<file path="config.mk">
export PLATFORM = sky130hd
export DESIGN_NAME = mcd_ctrl
export DESIGN_NICKNAME = d
export VERILOG_FILES = /design/src/rtl/assert_macros.svh /design/src/rtl/mcd_pkg.sv /design/src/rtl/mcd_ctrl.sv
export SDC_FILE = /design/constraint.sdc
export NUM_CORES = 1
export LEC_CHECK = 0
export CORE_MARGIN = 1
export CORE_UTILIZATION = 60
export CTS_BUF_LIST = sky130_fd_sc_hd__clkbuf_2
export CTS_CLUSTER_DIAMETER = 60
export DETAILED_ROUTE_END_ITERATION = 8
export DONT_BUFFER_PORTS = 1
export PLACE_DENSITY = 0.85
export SLEW_MARGIN = 20
export SYNTH_ARGS = -nofsm -noshare
export SYNTH_HDL_FRONTEND = slang
export SYNTH_SLANG_ARGS = --single-unit
export TNS_END_PERCENT = 30
</file>
<file path="constraint.sdc">
create_clock -name clk -period 9.2 [get_ports clk]
set_input_delay 1.84 -clock clk [delete_from_list [all_inputs] [get_ports clk]]
set_output_delay 1.84 -clock clk [all_outputs]
set_load 0.05 [all_outputs]
</file>
<file path="src/rtl/assert_macros.svh">
// Assertion macros for the corner detector RTL.
// Depends on nothing; users supply clk and rst_n in scope.
`ifndef ASSERT_MACROS_SVH
`define ASSERT_MACROS_SVH

// same-cycle implication
`define MCD_ASSERT_NOW(name, ante, cons, msg) \
    name: assert property (@(posedge clk) disable iff (!rst_n) (ante) |-> (cons)) \
        else $error(msg);

// next-cycle implication
`define MCD_ASSERT_NEXT(name, ante, cons, msg) \
    name: assert property (@(posedge clk) disable iff (!rst_n) (ante) |=> (cons)) \
        else $error(msg);

`endif

</file>
<file path="src/rtl/mcd_pkg.sv">
// Shared types, constants and window functions of the corner detector.
// Depends on nothing.
package mcd_pkg;

    localparam int unsigned DEF_MAX_WIDTH = 1024;
    localparam int unsigned LINES = 4;

    localparam logic [1:0] REG_IMAGE_WIDTH    = 2'd0;
    localparam logic [1:0] REG_IMAGE_HEIGHT   = 2'd1;
    localparam logic [1:0] REG_BINARIZE_LEVEL = 2'd2;

    localparam logic [10:0] RST_WIDTH  = 11'd640;
    localparam logic [15:0] RST_HEIGHT = 16'd480;
    localparam logic [8:0]  RST_LEVEL  = 9'h1FF;

    localparam logic [7:0] PIX_MAX = 8'd255;
    localparam logic [7:0] PIX_MIN = 8'd0;

    typedef logic [7:0] pix_t;
    typedef logic [4:0][4:0][7:0] win_t;
    typedef logic [4:0][7:0] rowval_t;
    typedef logic [4:0] mask_t;

    typedef enum logic [1:0] {
        SHAPE_CROSS   = 2'd0,
        SHAPE_X       = 2'd1,
        SHAPE_DIAMOND = 2'd2,
        SHAPE_SQUARE  = 2'd3
    } shape_t;

    typedef struct packed {
        mask_t             row1_ok;
        mask_t             col1_ok;
        mask_t             row2_ok;
        mask_t             col2_ok;
        logic              emit;
        logic              row_end;
        logic              frame_end;
        logic signed [8:0] level;
    } tick_info_t;

    function automatic logic in_shape(shape_t s, int i, int j);
        int   ay;
        int   ax;
        logic hit;
        ay = (i >= 2) ? (i - 2) : (2 - i);
        ax = (j >= 2) ? (j - 2) : (2 - j);
        case (s)
            SHAPE_CROSS:   hit = (ay == 0) || (ax == 0);
            SHAPE_X:       hit = (ay == ax);
            SHAPE_DIAMOND: hit = (ay + ax) <= 2;
            default:       hit = 1'b1;
        endcase
        return hit;
    endfunction

    function automatic pix_t win_max(win_t w, mask_t rok, mask_t cok, shape_t s);
        pix_t m;
        m = PIX_MIN;
        for (int i = 0; i < 5; i++) begin
            for (int j = 0; j < 5; j++) begin
                if (in_shape(s, i, j) && rok[i] && cok[j] && (w[i][j] > m)) begin
                    m = w[i][j];
                end
            end
        end
        return m;
    endfunction

    function automatic rowval_t row_min(win_t w, mask_t rok, mask_t cok, shape_t s);
        rowval_t r;
        for (int i = 0; i < 5; i++) begin
            r[i] = PIX_MAX;
            for (int j = 0; j < 5; j++) begin
                if (in_shape(s, i, j) && rok[i] && cok[j] && (w[i][j] < r[i])) begin
                    r[i] = w[i][j];
                end
            end
        end
        return r;
    endfunction

    function automatic pix_t min5(rowval_t r);
        pix_t m;
        m = r[0];
        for (int i = 1; i < 5; i++) begin
            if (r[i] < m) begin
                m = r[i];
            end
        end
        return m;
    endfunction

endpackage

</file>
<file path="src/rtl/mcd_ctrl.sv">
// Configuration registers, frame sequencing and border masks per item.
// Depends on mcd_pkg.
module mcd_ctrl
    import mcd_pkg::*;
#(
    parameter int unsigned MAX_WIDTH = DEF_MAX_WIDTH
)
(
    input  logic                          clk,
    input  logic                          rst_n,
    input  logic                          cfg_write,
    input  logic [1:0]                    cfg_index,
    input  logic [15:0]                   cfg_data,
    input  logic                          acc,
    input  logic                          req_type,
    output logic                          go,
    output logic [$clog2(MAX_WIDTH)-1:0]  col,
    output tick_info_t                    info
);

    localparam int unsigned CW = $clog2(MAX_WIDTH);

    logic [10:0]   width_reg;
    logic [15:0]   height_reg;
    logic [8:0]    level_reg;

    logic          active_reg, active_next;
    logic          done_reg, done_next;
    logic [10:0]   fw_reg, fw_next;
    logic [15:0]   fh_reg, fh_next;
    logic [8:0]    thr_reg, thr_next;
    logic [CW-1:0] col_reg, col_next;
    logic [15:0]   irow_reg, irow_next;
    logic [12:0]   lead_reg, lead_next;
    logic [16:0]   r1_reg, r1_next;
    logic [CW-1:0] c1_reg, c1_next;
    logic [15:0]   r2_reg, r2_next;
    logic [CW-1:0] c2_reg, c2_next;

    logic          start;
    logic [10:0]   wclamp;
    logic [15:0]   hclamp;
    logic [10:0]   w;
    logic [15:0]   h;
    logic [CW-1:0] ccol, cc1, cc2;
    logic [15:0]   cirow, cr2;
    logic [16:0]   cr1;
    logic [12:0]   clead, d1, d2;
    logic          cdone;
    logic          emit1, emit2;
    logic          col_last, c1_last, re, fe;

    always_comb
    begin
        start = !active_reg && !req_type;
        go    = acc && (start || (active_reg && (done_reg || !req_type)));

        if (width_reg == 11'd0)
        begin
            wclamp = 11'd1;
        end
        else if (int'(width_reg) > int'(MAX_WIDTH))
        begin
            wclamp = 11'(MAX_WIDTH);
        end
        else
        begin
            wclamp = width_reg;
        end
        hclamp = (height_reg == 16'd0) ? 16'd1 : height_reg;

        w     = start ? wclamp : fw_reg;
        h     = start ? hclamp : fh_reg;
        ccol  = start ? '0 : col_reg;
        cirow = start ? '0 : irow_reg;
        cdone = start ? 1'b0 : done_reg;
        clead = start ? '0 : lead_reg;
        cr1   = start ? '0 : r1_reg;
        cc1   = start ? '0 : c1_reg;
        cr2   = start ? '0 : r2_reg;
        cc2   = start ? '0 : c2_reg;

        d1    = 13'({w, 1'b0}) + 13'd2;
        d2    = 13'({w, 2'b00}) + 13'd4;
        emit1 = clead >= d1;
        emit2 = clead >= d2;

        col_last = (32'(ccol) + 32'd1) >= 32'(w);
        c1_last  = (32'(cc1) + 32'd1) >= 32'(w);
        re       = (32'(cc2) + 32'd1) >= 32'(w);
        fe       = re && ((32'(cr2) + 32'd1) >= 32'(h));

        col = ccol;

        info.row1_ok[0] = cr1 >= 17'd2;
        info.row1_ok[1] = cr1 >= 17'd1;
        info.row1_ok[2] = 32'(cr1) < 32'(h);
        info.row1_ok[3] = (32'(cr1) + 32'd1) < 32'(h);
        info.row1_ok[4] = (32'(cr1) + 32'd2) < 32'(h);
        info.col1_ok[0] = 32'(cc1) >= 32'd2;
        info.col1_ok[1] = 32'(cc1) >= 32'd1;
        info.col1_ok[2] = 32'(cc1) < 32'(w);
        info.col1_ok[3] = (32'(cc1) + 32'd1) < 32'(w);
        info.col1_ok[4] = (32'(cc1) + 32'd2) < 32'(w);
        info.row2_ok[0] = cr2 >= 16'd2;
        info.row2_ok[1] = cr2 >= 16'd1;
        info.row2_ok[2] = 32'(cr2) < 32'(h);
        info.row2_ok[3] = (32'(cr2) + 32'd1) < 32'(h);
        info.row2_ok[4] = (32'(cr2) + 32'd2) < 32'(h);
        info.col2_ok[0] = 32'(cc2) >= 32'd2;
        info.col2_ok[1] = 32'(cc2) >= 32'd1;
        info.col2_ok[2] = 32'(cc2) < 32'(w);
        info.col2_ok[3] = (32'(cc2) + 32'd1) < 32'(w);
        info.col2_ok[4] = (32'(cc2) + 32'd2) < 32'(w);
        info.emit       = emit2;
        info.row_end    = re;
        info.frame_end  = fe;
        info.level      = start ? level_reg : thr_reg;

        fw_next   = w;
        fh_next   = h;
        thr_next  = start ? level_reg : thr_reg;
        col_next  = col_last ? '0 : CW'(32'(ccol) + 32'd1);
        irow_next = cirow;
        done_next = cdone;
        if (!cdone && col_last)
        begin
            irow_next = cirow + 16'd1;
            if ((32'(cirow) + 32'd1) >= 32'(h))
            begin
                done_next = 1'b1;
            end
        end
        lead_next = (clead < d2) ? (clead + 13'd1) : clead;

        r1_next = cr1;
        c1_next = cc1;
        if (emit1)
        begin
            if (c1_last)
            begin
                c1_next = '0;
                r1_next = cr1 + 17'd1;
            end
            else
            begin
                c1_next = CW'(32'(cc1) + 32'd1);
            end
        end

        r2_next = cr2;
        c2_next = cc2;
        if (emit2)
        begin
            if (re)
            begin
                c2_next = '0;
                r2_next = cr2 + 16'd1;
            end
            else
            begin
                c2_next = CW'(32'(cc2) + 32'd1);
            end
        end

        active_next = !(emit2 && fe);
    end

    always_ff @(posedge clk or negedge rst_n)
    begin
        if (!rst_n)
        begin
            width_reg  <= RST_WIDTH;
            height_reg <= RST_HEIGHT;
            level_reg  <= RST_LEVEL;
            active_reg <= 1'b0;
            done_reg   <= 1'b0;
            fw_reg     <= 11'd1;
            fh_reg     <= 16'd1;
            thr_reg    <= '0;
            col_reg    <= '0;
            irow_reg   <= '0;
            lead_reg   <= '0;
            r1_reg     <= '0;
            c1_reg     <= '0;
            r2_reg     <= '0;
            c2_reg     <= '0;
        end
        else
        begin
            if (cfg_write)
            begin
                unique case (cfg_index)
                    REG_IMAGE_WIDTH:    width_reg  <= cfg_data[10:0];
                    REG_IMAGE_HEIGHT:   height_reg <= cfg_data;
                    REG_BINARIZE_LEVEL: level_reg  <= cfg_data[8:0];
                    default:            ;
                endcase
            end
            if (go)
            begin
                active_reg <= active_next;
                done_reg   <= done_next;
                fw_reg     <= fw_next;
                fh_reg     <= fh_next;
                thr_reg    <= thr_next;
                col_reg    <= col_next;
                irow_reg   <= irow_next;
                lead_reg   <= lead_next;
                r1_reg     <= r1_next;
                c1_reg     <= c1_next;
                r2_reg     <= r2_next;
                c2_reg     <= c2_next;
            end
        end
    end

endmodule

</file>
### Word-level counts from Yosys, hierarchy flattened

Index checks and enable logic that the tools add are counted.
W data, S select, Z words.

| operators by class | value |
|---|---|
| add/sub/neg operators | 16 |
| bitwise logic cells | 0 |
| div/mod/pow operators | 0 |
| multiplexer cells | 27 |
| order comparisons | 29 |
| multiply operators | 0 |
| reduce and logical (&&, ||, !) cells | 18 |
| shift-type cells | 0 |
| equality and inequality tests | 2 |

Operators with widths:

| operator | number |
|---|---|
| $mux W16 | 7 |
| $ge A32 B11 Y1 | 3 |
| $mux W10 | 8 |
| $lt A32 B11 Y1 | 2 |
| $lt A17 B16 Y1 | 3 |
| $mux W17 | 3 |
| $lt A18 B16 Y1 | 2 |
| $add A16 B1 Y17 const B | 2 |
| $add A10 B1 Y11 const B | 3 |
| $mux W11 | 3 |
| $add A16 B1 Y16 const B | 2 |
| $ge A32 B16 Y1 | 1 |
| $ge A13 B13 Y1 | 2 |
| $mux W13 | 2 |
| $add A10 B2 Y11 const B | 2 |
| $lt A10 B11 Y1 | 2 |
| $lt A11 B11 Y1 | 2 |
| $ge A10 B1 Y1 const B | 2 |
| $ge A10 B2 Y1 const B | 2 |
| $add A17 B1 Y18 const B | 1 |
| $add A17 B2 Y18 const B | 1 |
| $add A16 B2 Y17 const B | 1 |
| $add A17 B1 Y17 const B | 1 |
| $ge A17 B1 Y1 const B | 1 |
| other kinds (21) | 34 |

| storage, ports and cells | value |
|---|---|
| output and inout port bits | 43 |
| memory bits (writable) | 0 |
| latch bits | 0 |
| bits of input ports | 23 |
| bits in registers | 166 |
| memories | 0 |
| bits in read-only memories | 0 |

### Depth between registers and ports, before layout

| depth | value |
|---|---|
| depth after elaboration | 8 |
| mapped depth | 30 |
| gate-level depth less buffers | 19 |

### Worst setup path after synthesis

No wires, ideal clock.

| path | value |
|---|---|
| path type | in2out |
| start | in req_type |
| end | out info[30] (netlist bit) |
| stages | 28 |
| slack | -916 ps |
| buffers on the path | 11 |
| arrival | 8276 ps |
| data required time | 7360 ps |
| cells stage by stage | buf_6 or2_0 clkbuf_1 clkbuf_1 clkbuf_1 buf_2 clkbuf_1 clkbuf_1 clkbuf_1 clkbuf_1 clkbuf_1 nand2_1 inv_1 ha_1 and3_1 and3_1 clkbuf_1 nand4_1 xor2_1 nor2_1 ha_1 a21o_1 a21o_1 a21oi_1 nor2b_1 o21ai_0 o21ai_0 nor4_1 |

RTL lines:

| item | RTL line | text |
|---|---|---|
| start, declared | mcd_ctrl.sv:15 | `input logic req_type,` |
| end, declared | mcd_ctrl.sv:18 | `output tick_info_t info` |

==> impl_metrics.ini <==
[worst_setup_path]
r2r_end = r2_reg[10]
arrival_ns = 6.25
required_ns = 7.36
startpoint_type = input port
r2r_cells = 20
path_max_fanout = 57
rr_startpoint = active_reg
reg2reg_slack_ns = 3.10
crit_type = in2out
worst_setup_path_end_kind = output pin

[cts]
clock_path_buffers = 2
cts_buffers = 17
cts_root_buf = clkbuf_2
cts_resized = 0
hold_buffers = 0
ctsHtreeMaxLevel = 4
cts_tree = yes
cts_sinks = 166
path_clk_slew_ns = 0.34
clk-insertion-delay-late_ns = 0.83
post_cts.repair.setup_buffers = 0

[grt]
antenna_found_initial = 1
met3_usage_pct = 6.180
grt.busiest_layer = met2
grt-ovfl-total = 0
track_usage_pct = 32.80
grt_pass1_vias = 13385
grt_pass1_wl_um = 68570
grt_max_degree = 167
met2_usage_pct = 53.75
use_met1_pct = 41.93

[hold_path]
hold_path_end = fw_reg[0]
hold_depth = 2
hp-start = fw_reg[0]
hp-class = reg2reg

[layout]
largest_reg_flops = 17
final_net_count = 1959
area.growth.synth_to_final_pct = 4.097
drive_gt1_share_pct = 9.510

[sta]
setup_ws_ns = 1.107
final.setup_skew_ns = 0.08531
fin_crit_sh_pct = 87.97
period_needed_ns = 8.093
tightestPinTransition_ns = 1.160
finalSetupViolations = 0
hold_slack_ns = 0.5119
finalSetupTns_ns = 0
grt_setup_unrepaired = no
maxSlewHeadroom_pct = 22.65
hold_viol_final = 0
clock.fmax_mhz = 123.6
slew_viol_final = 0

[yosys]
synth.distinct_cells = 87
postSynthCellCount = 1755
synth_top_area_cell = dfrtp_1
synth_commonest_cells = nand2_1, ha_1, dfrtp_1
synthFlopType = dfrtp_1
synth_most_common_cell = nand2_1
synth_nets = 1992
synthArstFlopShare_pct = 100.0
ys_top_cells_by_area = dfrtp_1, ha_1, nand2_1
ys_ff_latch = 166
synth_area_mm2 = 0.01533
yosysSeqAreaShare_pct = 27.24
synth_edf_count = 0
syn_avg_cell_area_um2 = 8.735
ys_warn_count = 0
synth_top_area_share_pct = 24.32

[routing]
postRouteAntennaNets = 0
routedWlPerCell_um = 20.49
drt_iter0_markers = 1354
finalWirelength_um = 42340
drtPass1Iterations = 6
viasPerCell = 6.564
drc = 0
vias = 13561

[power]
finalPower_uw = 5460
peakVddDrop_uv = 176.8
p_leak_uw = 0.007440
power.density_mw_per_mm2 = 342.2

[die]
die_area_mm2 = 0.02619
num_rows = 58
num_io_pins = 66
core-area_mm2 = 0.02511
initial_core_util_pct = 61.05
die_x_um = 161.8
die_h_um = 161.8

[outcome]
status = complete, no violations

[placement]
place_ws_ns = 1.093
port_buffers = 0
gp_congestion = 0.9607
hpwl_um = 30880

[run]
max-cap-violations = 0
==> how the worst max path moves through the flow <==
stage	from	to	slack (ns)	cells after the start
final	req_type	info[9]	1.11	17
after global routing	req_type	info[20]	0.83	17
after CTS	req_type	info[29]	0.99	15
after detailed placement	req_type	info[29]	1.09	15
after global placement	req_type	info[29]	1.16	15
after floorplan	req_type	info[30]	-0.34	28
==> metrics by stage <==
| stage | utilization (%) | cell area (um^2) | instances |
|---|---|---|---|
| global placement | 62.30 | 15640 | 2032 |
| detailed placement | 62.30 | 15640 | 2032 |
| CTS | 63.49 | 15940 | 2064 |
| floorplan | - | 15360 | 1755 |
| finish | 63.55 | 15960 | 2066 |
| global route | 63.55 | 15960 | 2066 |
==> metal layers <==
layer	part of all wire, %	wire length, um
met5	0	0
met4	4.2	1780
met3	7.9	3351
met2	46	19560
met1	42	17650
==> placed cells by master (no fill, tap or decap), types with 8 or more instances in the layout <==
cell	netlist	final
a31oi_1	11	10
a22o_1	34	34
inv_1	72	71
a21o_1	41	41
clkbuf_2	1	17
nor2b_1	19	19
nand3b_1	10	10
dfstp_2	17	17
nand2_1	233	231
nand4_1	32	32
mux2_4	8	8
nand2b_1	15	15
and3_1	20	20
mux2_2	43	43
a211oi_1	8	8
a21oi_1	61	61
buf_4	3	31
xor2_1	44	44
mux2i_1	12	12
nor3_1	27	27
and2_1	60	60
dfrtp_1	149	149
xnor2_1	81	81
nor4_1	20	19
o21ai_0	89	87
nor2_1	89	88
o21a_1	47	47
ha_1	214	214
nand3_1	63	63
a22oi_1	12	12
==> power by group <==
group / total (uW) / leakage, uW / switching [uW] / internal [uW]
registers: 1080 / 0.00213 / 165 / 911
clock network: 471 / 0.000168 / 364 / 108
logic: 3910 / 0.00514 / 2490 / 1420
total: 5460 / 0.00744 / 3020 / 2440
==> cell families after synthesis <==
kind of cell	Yosys count	share of synthesized area, %
AOI/OAI and AO/OA	387	17.35
DFF	166	27.24
adders and majority gates	216	17.60
and+or+nand+nor	639	21.22
xor gates and xnor gates	128	7.582
buffers and inverters	156	4.285
muxes	63	4.726
==> final cells by class <==
type / count / area, um^2
clock inverter: 15 / 214.0
tap: 330 / 412.9
timing repair buffer: 32 / 237.7
clock buffer: 17 / 85.08
antenna: 1 / 2.502
inverter: 72 / 270.3
multi-input combinational: 1433 / 10560
fill: 2112 / 9151
sequential: 166 / 4175
==> worst max-delay path, stage by stage <==
cell,delay [ns]
or2_4,0.55
buf_4,0.53
nand2_1,0.26
inv_1,0.19
ha_1,0.26
nand2_1,0.12
nor2_1,0.25
and3_1,0.37
nand3_1,0.22
nor2_1,0.18
xnor2_1,0.16
ha_1,0.27
a21o_1,0.19
a221o_1,0.36
a21oi_1,0.12
a21oi_1,0.14
buf_4,0.22
Power figures use the tool's default switching activity.
